## src/rtl/cbor_item_skip_checker_top_assert.svh

```systemverilog
// assertion macros used by the cbor item checker core
`ifndef CBOR_ITEM_SKIP_CHECKER_TOP_ASSERT_SVH
`define CBOR_ITEM_SKIP_CHECKER_TOP_ASSERT_SVH

// property that must hold at every clock edge outside reset
`define CBIS_ASSERT(lbl, clk, rst, prop, msg) \
  lbl: assert property (@(posedge clk) disable iff (rst) (prop)) else $error(msg);

// consequent must hold in the cycle after the antecedent
`define CBIS_ASSERT_NEXT(lbl, clk, rst, ante, cons, msg) \
  lbl: assert property (@(posedge clk) disable iff (rst) (ante) |=> (cons)) else $error(msg);

`endif

```

## src/rtl/cbis_pkg.sv

```systemverilog
// shared types and constants for the cbor item checker
package cbis_pkg;

  localparam int DATA_W      = 8;
  localparam int STATUS_W    = 2;
  localparam int ERR_W       = 3;
  localparam int NEST_W      = 4;
  localparam int CFG_W       = 4;
  localparam int ARG_W       = 64;
  localparam int ABL_W       = 4;
  localparam int OUT_TDATA_W = 16;
  localparam int MAX_NEST_DEF = 8;

  localparam logic [CFG_W-1:0] DEPTH_LIMIT_RST = 4'd8;

  // major types
  localparam logic [2:0] MAJ_NINT   = 3'd1;
  localparam logic [2:0] MAJ_TEXT   = 3'd3;
  localparam logic [2:0] MAJ_MAP    = 3'd5;
  localparam logic [2:0] MAJ_TAG    = 3'd6;
  localparam logic [2:0] MAJ_SIMPLE = 3'd7;

  // additional info thresholds
  localparam logic [4:0] AI_ARG1 = 5'd24;
  localparam logic [4:0] AI_RSVD = 5'd28;

  typedef enum logic [STATUS_W-1:0] {
    ST_PROG = 2'd0,
    ST_DONE = 2'd1,
    ST_ERR  = 2'd2
  } status_t;

  typedef enum logic [ERR_W-1:0] {
    ERR_NONE  = 3'd0,
    ERR_TRUNC = 3'd1,
    ERR_RSVD  = 3'd2,
    ERR_UNSUP = 3'd3,
    ERR_DEEP  = 3'd4
  } err_t;

  typedef struct packed {
    logic close;
    logic push;
  } stk_ctl_t;

endpackage

```

## src/rtl/cbor_item_skip_checker_top.sv

```systemverilog
// Streaming CBOR well-formedness checker, one encoded byte per beat.
//
// Slave stream: one buffer byte per beat in s_axis_tdata[7:0]; s_axis_tlast
// marks the final byte of the buffer. Master stream: exactly one result beat
// per input beat carrying status, error code and open container count.
// cfg_we/cfg_wdata write the depth limit (greatest nesting level at which an
// item head may begin); write it only while no beats are in flight.
//
// An accepted input beat passes through the input register, then the parse
// step into the result register. Throughput is one byte per cycle while the
// master side takes results, set by the parser update and the parallel pop
// search over the per-level child counters.
//
// Reset (rst, synchronous) empties both registers, returns the parser to
// waiting for an item head at level zero and sets the depth limit to 8.
// When the master side stalls the result beat holds, the input register
// fills, and s_axis_tready drops until the result beat is taken.
module cbor_item_skip_checker_top #(
  parameter int MAX_NEST = cbis_pkg::MAX_NEST_DEF
) (
  input  logic                                clk,
  input  logic                                rst,
  input  logic                                cfg_we,
  input  logic [cbis_pkg::CFG_W-1:0]          cfg_wdata,
  input  logic                                s_axis_tvalid,
  output logic                                s_axis_tready,
  // [7:0] data_byte
  input  logic [cbis_pkg::DATA_W-1:0]         s_axis_tdata,
  input  logic                                s_axis_tlast,
  output logic                                m_axis_tvalid,
  input  logic                                m_axis_tready,
  // [1:0] status, [4:2] error_code, [8:5] nesting_level, [15:9] zero
  output logic [cbis_pkg::OUT_TDATA_W-1:0]    m_axis_tdata
);

  localparam int LW = $clog2(MAX_NEST + 1);
  localparam int PAD_W = cbis_pkg::OUT_TDATA_W - cbis_pkg::STATUS_W
                         - cbis_pkg::ERR_W - cbis_pkg::NEST_W;

  logic [cbis_pkg::CFG_W-1:0]    depth_limit;
  logic                          in_valid;
  logic [cbis_pkg::DATA_W-1:0]   in_byte;
  logic                          in_end;
  logic                          core_ready;

  cbis_pkg::status_t             status;
  cbis_pkg::err_t                error_code;
  logic [cbis_pkg::NEST_W-1:0]   nesting_level;

  cbis_pkg::stk_ctl_t            stk_ctl;
  logic [cbis_pkg::ARG_W-1:0]    stk_val;
  logic [LW-1:0]                 open_levels;
  logic                          stk_done;
  logic [LW-1:0]                 stk_keep_open;

  assign s_axis_tready = !in_valid || core_ready;

  always_ff @(posedge clk) begin
    if (rst) begin
      depth_limit <= cbis_pkg::DEPTH_LIMIT_RST;
      in_valid    <= 1'b0;
      in_byte     <= '0;
      in_end      <= 1'b0;
    end else begin
      if (cfg_we) begin
        depth_limit <= cfg_wdata;
      end
      if (s_axis_tvalid && s_axis_tready) begin
        in_valid <= 1'b1;
        in_byte  <= s_axis_tdata;
        in_end   <= s_axis_tlast;
      end else if (core_ready) begin
        in_valid <= 1'b0;
      end
    end
  end

  cbis_core #(
    .MAX_NEST (MAX_NEST),
    .LW       (LW)
  ) u_core (
    .clk           (clk),
    .rst           (rst),
    .depth_limit   (depth_limit),
    .in_valid      (in_valid),
    .in_byte       (in_byte),
    .in_end        (in_end),
    .in_ready      (core_ready),
    .out_valid     (m_axis_tvalid),
    .out_ready     (m_axis_tready),
    .status        (status),
    .error_code    (error_code),
    .nesting_level (nesting_level),
    .stk_ctl       (stk_ctl),
    .stk_val       (stk_val),
    .open_levels   (open_levels),
    .stk_done      (stk_done),
    .stk_keep_open (stk_keep_open)
  );

  cbis_stack #(
    .MAX_NEST (MAX_NEST),
    .LW       (LW)
  ) u_stack (
    .clk         (clk),
    .ctl         (stk_ctl),
    .open_levels (open_levels),
    .push_val    (stk_val),
    .done        (stk_done),
    .keep_open   (stk_keep_open)
  );

  assign m_axis_tdata = {{PAD_W{1'b0}}, nesting_level, error_code, status};

endmodule

```

## src/rtl/cbis_stack.sv

```systemverilog
// per-level child counters with parallel pop search
module cbis_stack #(
  parameter int MAX_NEST = cbis_pkg::MAX_NEST_DEF,
  parameter int LW       = $clog2(MAX_NEST + 1)
) (
  input  logic                         clk,
  input  cbis_pkg::stk_ctl_t           ctl,
  input  logic [LW-1:0]                open_levels,
  input  logic [cbis_pkg::ARG_W-1:0]   push_val,
  output logic                         done,
  output logic [LW-1:0]                keep_open
);

  logic [cbis_pkg::ARG_W-1:0] rem [MAX_NEST];
  logic [MAX_NEST-1:0]        keep;
  logic [MAX_NEST-1:0]        dec;

  // a level survives the pop if it is open and not on its last child
  always_comb begin
    for (int i = 0; i < MAX_NEST; i++) begin
      keep[i] = (LW'(i) < open_levels) && (rem[i] != cbis_pkg::ARG_W'(1));
    end
  end

  // highest surviving level takes the decrement, everything above it pops
  always_comb begin
    logic seen;
    seen      = 1'b0;
    dec       = '0;
    keep_open = '0;
    for (int i = MAX_NEST - 1; i >= 0; i--) begin
      if (keep[i] && !seen) begin
        dec[i]    = 1'b1;
        keep_open = LW'(i + 1);
        seen      = 1'b1;
      end
    end
    done = !seen;
  end

  always_ff @(posedge clk) begin
    for (int i = 0; i < MAX_NEST; i++) begin
      if (ctl.push && open_levels == LW'(i)) begin
        rem[i] <= push_val;
      end else if (ctl.close && dec[i]) begin
        rem[i] <= rem[i] - cbis_pkg::ARG_W'(1);
      end
    end
  end

endmodule

```

## src/rtl/cbis_core.sv

```systemverilog
// byte parser state, result register and stack control
module cbis_core #(
  parameter int MAX_NEST = cbis_pkg::MAX_NEST_DEF,
  parameter int LW       = $clog2(MAX_NEST + 1)
) (
  input  logic                          clk,
  input  logic                          rst,
  input  logic [cbis_pkg::CFG_W-1:0]    depth_limit,
  input  logic                          in_valid,
  input  logic [cbis_pkg::DATA_W-1:0]   in_byte,
  input  logic                          in_end,
  output logic                          in_ready,
  output logic                          out_valid,
  input  logic                          out_ready,
  output cbis_pkg::status_t             status,
  output cbis_pkg::err_t                error_code,
  output logic [cbis_pkg::NEST_W-1:0]   nesting_level,
  output cbis_pkg::stk_ctl_t            stk_ctl,
  output logic [cbis_pkg::ARG_W-1:0]    stk_val,
  output logic [LW-1:0]                 open_levels,
  input  logic                          stk_done,
  input  logic [LW-1:0]                 stk_keep_open
);

  localparam int CW = (LW > cbis_pkg::CFG_W) ? LW : cbis_pkg::CFG_W;

  typedef enum logic [1:0] {
    PH_HEAD    = 2'd0,
    PH_ARG     = 2'd1,
    PH_PAYLOAD = 2'd2
  } phase_t;

  phase_t                         phase, phase_next;
  logic [2:0]                     head_major, head_major_next;
  logic [cbis_pkg::ABL_W-1:0]     arg_bytes_left, arg_bytes_left_next;
  logic [cbis_pkg::ARG_W-1:0]     arg_value, arg_value_next;
  logic [cbis_pkg::ARG_W-1:0]     payload_left, payload_left_next;
  logic [LW-1:0]                  open_levels_next;

  cbis_pkg::status_t              status_next;
  cbis_pkg::err_t                 err;
  logic [cbis_pkg::NEST_W-1:0]    nesting_next;

  logic                           fire;
  logic [2:0]                     major;
  logic [4:0]                     ai;
  logic [CW-1:0]                  open_ext;
  logic [CW-1:0]                  eff_limit;
  logic [cbis_pkg::ARG_W-1:0]     arg_shift;
  logic [cbis_pkg::ARG_W-1:0]     count;
  logic [cbis_pkg::ARG_W-1:0]     res_arg;
  logic [2:0]                     res_major;
  logic                           do_res;
  logic                           do_close;
  logic                           do_push;
  logic                           item_done;

  assign in_ready  = !out_valid || out_ready;
  assign fire      = in_valid && in_ready;
  assign major     = in_byte[7:5];
  assign ai        = in_byte[4:0];
  assign open_ext  = CW'(open_levels);
  assign arg_shift = {arg_value[cbis_pkg::ARG_W-cbis_pkg::DATA_W-1:0], in_byte};

  always_comb begin
    if (CW'(depth_limit) > CW'(MAX_NEST)) begin
      eff_limit = CW'(MAX_NEST);
    end else begin
      eff_limit = CW'(depth_limit);
    end
  end

  always_comb begin
    phase_next          = phase;
    head_major_next     = head_major;
    arg_bytes_left_next = arg_bytes_left;
    arg_value_next      = arg_value;
    payload_left_next   = payload_left;
    open_levels_next    = open_levels;
    err                 = cbis_pkg::ERR_NONE;
    item_done           = 1'b0;
    do_res              = 1'b0;
    do_close            = 1'b0;
    do_push             = 1'b0;
    res_major           = head_major;
    res_arg             = arg_value;
    count               = '0;
    stk_val             = '0;

    case (phase)
      PH_ARG: begin
        arg_value_next = arg_shift;
        if (arg_bytes_left != '0) begin
          arg_bytes_left_next = arg_bytes_left - cbis_pkg::ABL_W'(1);
        end
        if (arg_bytes_left_next == '0) begin
          do_res  = 1'b1;
          res_arg = arg_shift;
        end
      end
      PH_PAYLOAD: begin
        if (payload_left != '0) begin
          payload_left_next = payload_left - cbis_pkg::ARG_W'(1);
        end
        if (payload_left_next == '0) begin
          do_close = 1'b1;
        end
      end
      default: begin
        phase_next = PH_HEAD;
        if (open_ext > eff_limit) begin
          err = cbis_pkg::ERR_DEEP;
        end else if (major == cbis_pkg::MAJ_TAG ||
                     (major == cbis_pkg::MAJ_SIMPLE && ai >= cbis_pkg::AI_ARG1)) begin
          err = cbis_pkg::ERR_UNSUP;
        end else if (major == cbis_pkg::MAJ_SIMPLE) begin
          do_close = 1'b1;
        end else if (ai >= cbis_pkg::AI_RSVD) begin
          err = cbis_pkg::ERR_RSVD;
        end else if (ai < cbis_pkg::AI_ARG1) begin
          head_major_next = major;
          arg_value_next  = cbis_pkg::ARG_W'(ai);
          do_res          = 1'b1;
          res_major       = major;
          res_arg         = cbis_pkg::ARG_W'(ai);
        end else begin
          head_major_next = major;
          arg_value_next  = '0;
          phase_next      = PH_ARG;
          // 1, 2, 4 or 8 argument bytes follow
          arg_bytes_left_next = cbis_pkg::ABL_W'(1) << ai[1:0];
        end
      end
    endcase

    if (do_res) begin
      // map count is pairs of children, wrapping at 64 bits
      if (res_major == cbis_pkg::MAJ_MAP) begin
        count = {res_arg[cbis_pkg::ARG_W-2:0], 1'b0};
      end else begin
        count = res_arg;
      end
      if (res_major <= cbis_pkg::MAJ_NINT) begin
        do_close = 1'b1;
      end else if (res_major <= cbis_pkg::MAJ_TEXT) begin
        if (res_arg == '0) begin
          do_close = 1'b1;
        end else begin
          payload_left_next = res_arg;
          phase_next        = PH_PAYLOAD;
        end
      end else if (count == '0) begin
        do_close = 1'b1;
      end else if (open_ext >= eff_limit) begin
        err = cbis_pkg::ERR_DEEP;
      end else begin
        do_push          = 1'b1;
        stk_val          = count;
        open_levels_next = open_levels + LW'(1);
        phase_next       = PH_HEAD;
      end
    end

    if (do_close) begin
      phase_next = PH_HEAD;
      if (stk_done) begin
        item_done = 1'b1;
      end else begin
        open_levels_next = stk_keep_open;
      end
    end

    if (err == cbis_pkg::ERR_NONE && !item_done && in_end) begin
      err = cbis_pkg::ERR_TRUNC;
    end

    if (err != cbis_pkg::ERR_NONE) begin
      status_next         = cbis_pkg::ST_ERR;
      nesting_next        = '0;
      phase_next          = PH_HEAD;
      arg_bytes_left_next = '0;
      payload_left_next   = '0;
      open_levels_next    = '0;
    end else if (item_done) begin
      status_next      = cbis_pkg::ST_DONE;
      nesting_next     = '0;
      phase_next       = PH_HEAD;
      open_levels_next = '0;
    end else begin
      status_next  = cbis_pkg::ST_PROG;
      nesting_next = cbis_pkg::NEST_W'(open_levels_next);
    end

    stk_ctl.close = fire && do_close;
    stk_ctl.push  = fire && do_push;
  end

  always_ff @(posedge clk) begin
    if (rst) begin
      phase          <= PH_HEAD;
      head_major     <= '0;
      arg_bytes_left <= '0;
      arg_value      <= '0;
      payload_left   <= '0;
      open_levels    <= '0;
      out_valid      <= 1'b0;
      status         <= cbis_pkg::ST_PROG;
      error_code     <= cbis_pkg::ERR_NONE;
      nesting_level  <= '0;
    end else begin
      if (fire) begin
        phase          <= phase_next;
        head_major     <= head_major_next;
        arg_bytes_left <= arg_bytes_left_next;
        arg_value      <= arg_value_next;
        payload_left   <= payload_left_next;
        open_levels    <= open_levels_next;
        status         <= status_next;
        error_code     <= err;
        nesting_level  <= nesting_next;
        out_valid      <= 1'b1;
      end else if (out_ready) begin
        out_valid <= 1'b0;
      end
    end
  end

`include "cbor_item_skip_checker_top_assert.svh"

  `CBIS_ASSERT(a_err_code, clk, rst, !out_valid || ((status == cbis_pkg::ST_ERR) == (error_code != cbis_pkg::ERR_NONE)), "error code does not match status")
  `CBIS_ASSERT(a_end_level, clk, rst, !out_valid || status == cbis_pkg::ST_PROG || nesting_level == '0, "nonzero level on a finished beat")
  `CBIS_ASSERT(a_arg_count, clk, rst, phase != PH_ARG || arg_bytes_left != '0, "argument phase with no bytes owed")
  `CBIS_ASSERT(a_stk_excl, clk, rst, !(stk_ctl.close && stk_ctl.push), "stack push and pop together")
  `CBIS_ASSERT_NEXT(a_err_clear, clk, rst, fire && err != cbis_pkg::ERR_NONE, phase == PH_HEAD && open_levels == '0 && arg_bytes_left == '0, "state not cleared after error")

endmodule

```

## config.mk

```make
export PLATFORM = sky130hd
export DESIGN_NAME = cbor_item_skip_checker_top
export DESIGN_NICKNAME = d
export VERILOG_FILES = /design/src/rtl/cbis_pkg.sv /design/src/rtl/cbor_item_skip_checker_top.sv /design/src/rtl/cbis_stack.sv /design/src/rtl/cbis_core.sv
export VERILOG_INCLUDE_DIRS = /design/src /design/src/rtl
export SDC_FILE = /design/constraint.sdc
export NUM_CORES = 2
export LEC_CHECK = 0
export BUFFER_PORTS_ARGS = -buffer_cell sky130_fd_sc_hd__buf_2
export CAP_MARGIN = 15
export CORE_ASPECT_RATIO = 1.4
export CORE_MARGIN = 2
export CORE_UTILIZATION = 46
export DETAILED_ROUTE_END_ITERATION = 16
export PLACE_DENSITY = 0.64
export SKIP_LAST_GASP = 1
export SYNTH_ARGS = -nofsm -noshare
export SYNTH_HDL_FRONTEND = slang
export SYNTH_SLANG_ARGS = --single-unit
export TNS_END_PERCENT = 100
```

## constraint.sdc

```tcl
create_clock -name clk -period 11.06 [get_ports clk]
set_input_delay 1.659 -clock clk [delete_from_list [all_inputs] [get_ports clk]]
set_output_delay 1.659 -clock clk [all_outputs]
set_load 0.1 [all_outputs]
```

### After elaboration in Yosys (flattened, before gate mapping)

Memories as Yosys holds them, arrays and structs flattened.
Cells that the tools add are included.

* bits in registers: 161
* memory bits (writable): 512
* bits of input ports: 18
* output and inout port bits: 18
* word-level logic and storage cells: 360
* memories kept: 1

* add/subtract/negate cells: 11
* order comparisons: 16
* equal/unequal tests: 30
* shifts and indexed selects: 1
* mux-type cells: 201
* bitwise operators: 14
* reductions and logical operators: 73

Memory list
* u_stack.rem: depth 8, bits a word 64, read ports 8, clocked after Yosys merged registers in 0, write ports 1, RTL line cbis_stack.sv:14 `logic [cbis_pkg::ARG_W-1:0] rem [MAX_NEST];`

Operator list (number)
* 2-to-1 mux 64 bit: 40
* subtractor 64 x 1 -> 64 bit, second input constant: 9
* inequality test 64 x 1 -> 1 bit, second input constant: 8
* OR reduction 64 bit: 7
* case mux 64 bit (2 select lines): 2
* logical NOT 64 bit: 3
* 2-to-1 mux 4 bit: 26
* 2-to-1 mux 1 bit: 90
* 2-to-1 mux 3 bit: 23
* nonzero test 64 bit: 1
* logical AND 1 bit: 38
* 2-to-1 mux 2 bit: 16
* == test 4 x 3 -> 1 bit, second input constant: 4
* < comparator 3 x 4 -> 1 bit, first input constant: 4
* inequality test 3 bit, second input constant: 5
* AND reduction 6 bit: 2
* greater-or-equal comparator 5 bit, second input constant: 2
* logical NOT 1 bit: 10
* == test 3 bit, second input constant: 3
* == test 4 x 2 -> 1 bit, second input constant: 2
* logical NOT 4 bit: 2
* < comparator 1 x 4 -> 1 bit, first input constant: 2
* < comparator 2 x 4 -> 1 bit, first input constant: 2
* inequality test 2 bit, second input constant: 4
* 25 further kinds: 41

### Depth between registers and ports, before layout

An unclocked memory read counts as a cell.

* depth after elaboration: 37
* gate-level depth with buffers: 21
* mapped depth without buffers: 15

### Modules after synthesis

A second synthesis with hierarchy kept.

* cell total of the unflattened synthesis: 4678
* area, all modules: 43715.7 µm²

Modules (own cells, without submodules)
* cbis_stack: times used 1, cells each 2848, area each 31084.8 µm², sequential area each 15374.7 µm²
* cbis_core: times used 1, cells each 1764, area each 11989.0 µm², sequential area each 2942.8 µm²
* cbor_item_skip_checker_top: times used 1, cells each 66, area each 641.9 µm², sequential area each 280.3 µm²

### Least setup slack after synthesis

Ideal clock, no wire load.

* kind: reg-to-reg
* from: reg u_core.nesting_level[0] (netlist name)
* to: mem u_stack.rem[1][128] (netlist name), enable pin
* library setup time: 581 ps
* arrival: 9176 ps
* required time: 10479 ps
* slack: 1303 ps
* stages on the path, launching flop included: 17
* path buffers: 5
* period minus slack after synthesis: 9757 ps
* cells stage by stage: dfxtp_1 inv_1 ha_1 nand4_1 and2_0 clkbuf_1 o31a_1 nor2_1 clkbuf_1 clkbuf_1 o211ai_1 a2111oi_0 nand4_1 and2_1 buf_2 clkbuf_1 o31ai_1

RTL lines (RTL line)
* to (decl): cbis_stack.sv:14

==> impl_metrics.tcl <==
set metrics [dict create \
    numCtsBuffers 71 \
    netlist_area_um2 43700 \
    hold_viol_final 0 \
    num_io_pins 36 \
    grt_start_max_net_pins 80 \
    dieArea_um2 97500 \
    yosysWarnings 0 \
    grt_pass1_vias 35400 \
    post_cts_resized 0 \
    wl_met2_mm 76.4 \
    via_count 36500 \
    drtPass1Iterations 7 \
    chipHeight_um 369 \
    grt_pass1_wl_mm 232 \
    clock_latency_ps 680 \
    setup_viol 0 \
    max_slew_margin 0.0223 \
    hold_depth 2 \
    max_cap_viol_count 0 \
    syn2layout_area_growth_pct 8.11 \
    synth_seq_area_share 0.425 \
    clk_path_buf_depth 3 \
    top_layer_used "met4" \
    crit_arrival_ps 8100 \
    vias_per_cell 6.46 \
    antenna_found_initial 2 \
    io_buffer_count 28 \
    tns_ps 0 \
    drtIter0Drc 3538 \
    worstMarginPinSlew_ps 1470 \
    num_rows 133 \
    synth-edff-count 512 \
    synthTopCellsByArea "edfxtp_1 35%, mux2i_1 12%, dfxtp_1 7.4%" \
    met1_length_mm 57.2 \
    routabilityCongestion 1.02 \
    fmax_mhz 128 \
    p_per_area_nw_per_um2 124 \
    post_cts_buffers 0 \
    start_util 0.465 \
    regArea_um2 18600 \
    skew_ps 34.8 \
    final_cell_mix "528 x mux2i_1, 512 x edfxtp_1, 404 x nand2_1" \
    total_power_mw 5.87 \
    path_class "reg -> reg" \
    dp_hpwl_mm 111 \
    route.detailed.drc 0 \
    cts_hold_buf 0 \
    cp-start-kind "register" \
    p_leak_nw 15.2 \
    status "finished clean" \
    routedWlPerCell_um 28.1 \
    cts_htree_levels 3 \
    path_max_fanout 65 \
    async_reset_ff_frac 0 \
    drtAntennaViolNets 0 \
    synth_top_cell_area_share 0.352 \
    final_common_cell "mux2i_1" \
    setup.worst_path.end_class "register" \
    die_w_um 265 \
    synth_cell_type_count 104 \
    cts_tree "done" \
    cts.clk_slew.worst_paths_ps 60 \
    yosys.area.top_type "edfxtp_1" \
    drv_slew 0 \
    n_fill_cell 8682 \
    grtUsageTotal 0.320 \
    wl_met3_mm 9.45 \
    critPathRequiredTime_ps 11360 \
    syn_inst 4453 \
    rsz0062_at_grt "false" \
    wl_mm 159 \
    period_share 0.705 \
    ys_seq_elements 673 \
    grt.overflow.total 0 \
    drive_gt1_frac 0.0770 \
    cts_num_sinks 673 \
    avgSynthCellArea_um2 9.82 \
    nNetsFinal 4417 \
    clockRootBuffer "clkbuf_16" \
    synth_flop_cell "edfxtp_1" \
    hold_path_class "reg -> reg" \
    rr_worst_depth 15 \
    ir_drop_v 0.000125 \
    fin_crit_ps 7800 \
    multiInputGateArea_um2 23800 \
    core_area_um2 94000 \
]
-- final cells by class --
class                      count  share of cell area
multi-input combinational   3447               0.504
sequential                   673               0.394
clock buffer                  87              0.0413
tap                         1215              0.0322
timing repair buffer         127              0.0187
clock inverter                40             0.00620
inverter                      52             0.00413
antenna                        4            0.000212
-- synth_stat cells (8+ instances only) --
cell	n
and3_1	20
o21ai_0	68
o31ai_1	40
xnor2_1	324
buf_2	37
buf_6	18
nor4b_1	14
a21oi_1	74
o31a_1	11
a22oi_1	100
nand4_1	69
buf_1	27
nand4b_1	12
ha_1	27
nand2_1	407
o22ai_1	10
a31oi_1	16
and2_1	23
xor2_1	175
or4_1	72
o21ai_1	8
nor3b_1	17
o211ai_1	81
nor4_1	151
nand3b_1	26
dfxtp_1	161
o221ai_1	10
nor3_1	233
edfxtp_1	512
nand3_1	117
a211oi_1	10
nor2b_1	27
a22o_1	29
inv_1	50
a2111oi_0	10
buf_4	22
or2_2	26
mux2i_1	528
nor2_1	406
or3_1	95
nand2b_1	28
clkbuf_1	183
o2111ai_1	15
-- power breakdown --
group	switching [mW]	internal, mW	total, mW
registers	0.0629	2.77	2.83
clock network	1.10	1.29	2.40
logic	0.447	0.191	0.638
total	1.62	4.25	5.87
-- worst max-delay path, stage by stage (launching register included) --
cell      delay (ps)
dfxtp_1          650
ha_1             350
nor2b_1          170
o2111a_1         350
o31ai_2          260
buf_4            230
nand2_2          200
buf_4            400
a22oi_1          780
a41oi_1          250
nor4_1           480
nand4_1          410
a21oi_1          770
and3_4          1110
o21bai_4         280
buf_4            670
-- metal layers --
metal  vias up  track usage
met5         -            0
met4         0        0.266
met3       574       0.0480
met2      1580        0.546
met1     17900        0.353
li1      16500            -
-- flip-flops by register name (all words and copies together) (netlist names) --
register,flops
depth_limit,4
in_byte,8
in_end,1
in_valid,1
u_core.arg_bytes_left,4
u_core.arg_value,64
u_core.error_code,3
u_core.head_major,3
u_core.nesting_level,4
u_core.out_valid,1
u_core.payload_left,64
u_core.phase,2
u_core.status,2
u_stack.rem,512
-- kinds of logic after synthesis --
kind of cell             Yosys count  synth area share
AND/OR/NAND/NOR                 1794             0.211
flip-flops                       673             0.425
AO/OA/AOI/OAI                    588            0.0991
multiplexers                     532             0.122
XOR/XNOR                         499             0.100
buffers and inverters            339            0.0352
adder cells (fa/ha/maj)           27           0.00773
other                              1         0.0000858
-- metrics by stage --
step            util  cells  cell area, µm²  setup WS [ps]  hold WS [ps]
5_1_grt        0.503   5645           47300           3000           483
2_1_floorplan      -   4459           43700           1300           439
3_3_place_gp   0.479   5513           45000           3510           439
6_report       0.503   5645           47300           3260           454
4_1_cts        0.502   5641           47200           3470           457
3_5_place_dp   0.479   5514           45000           3450           446
-- worst paths after layout --
check	from	endpoint	slack (ps)
hold reg to reg	u_core.status[0]	u_core.status[0]	450
hold / removal	u_core.status[0]	u_core.status[0]	450
setup / recovery	u_core.nesting_level[1]	u_stack.rem[0][14]	3260
setup reg to reg	u_core.nesting_level[1]	u_stack.rem[0][14]	3260
No activity file was read; power rests on OpenSTA's default activity.
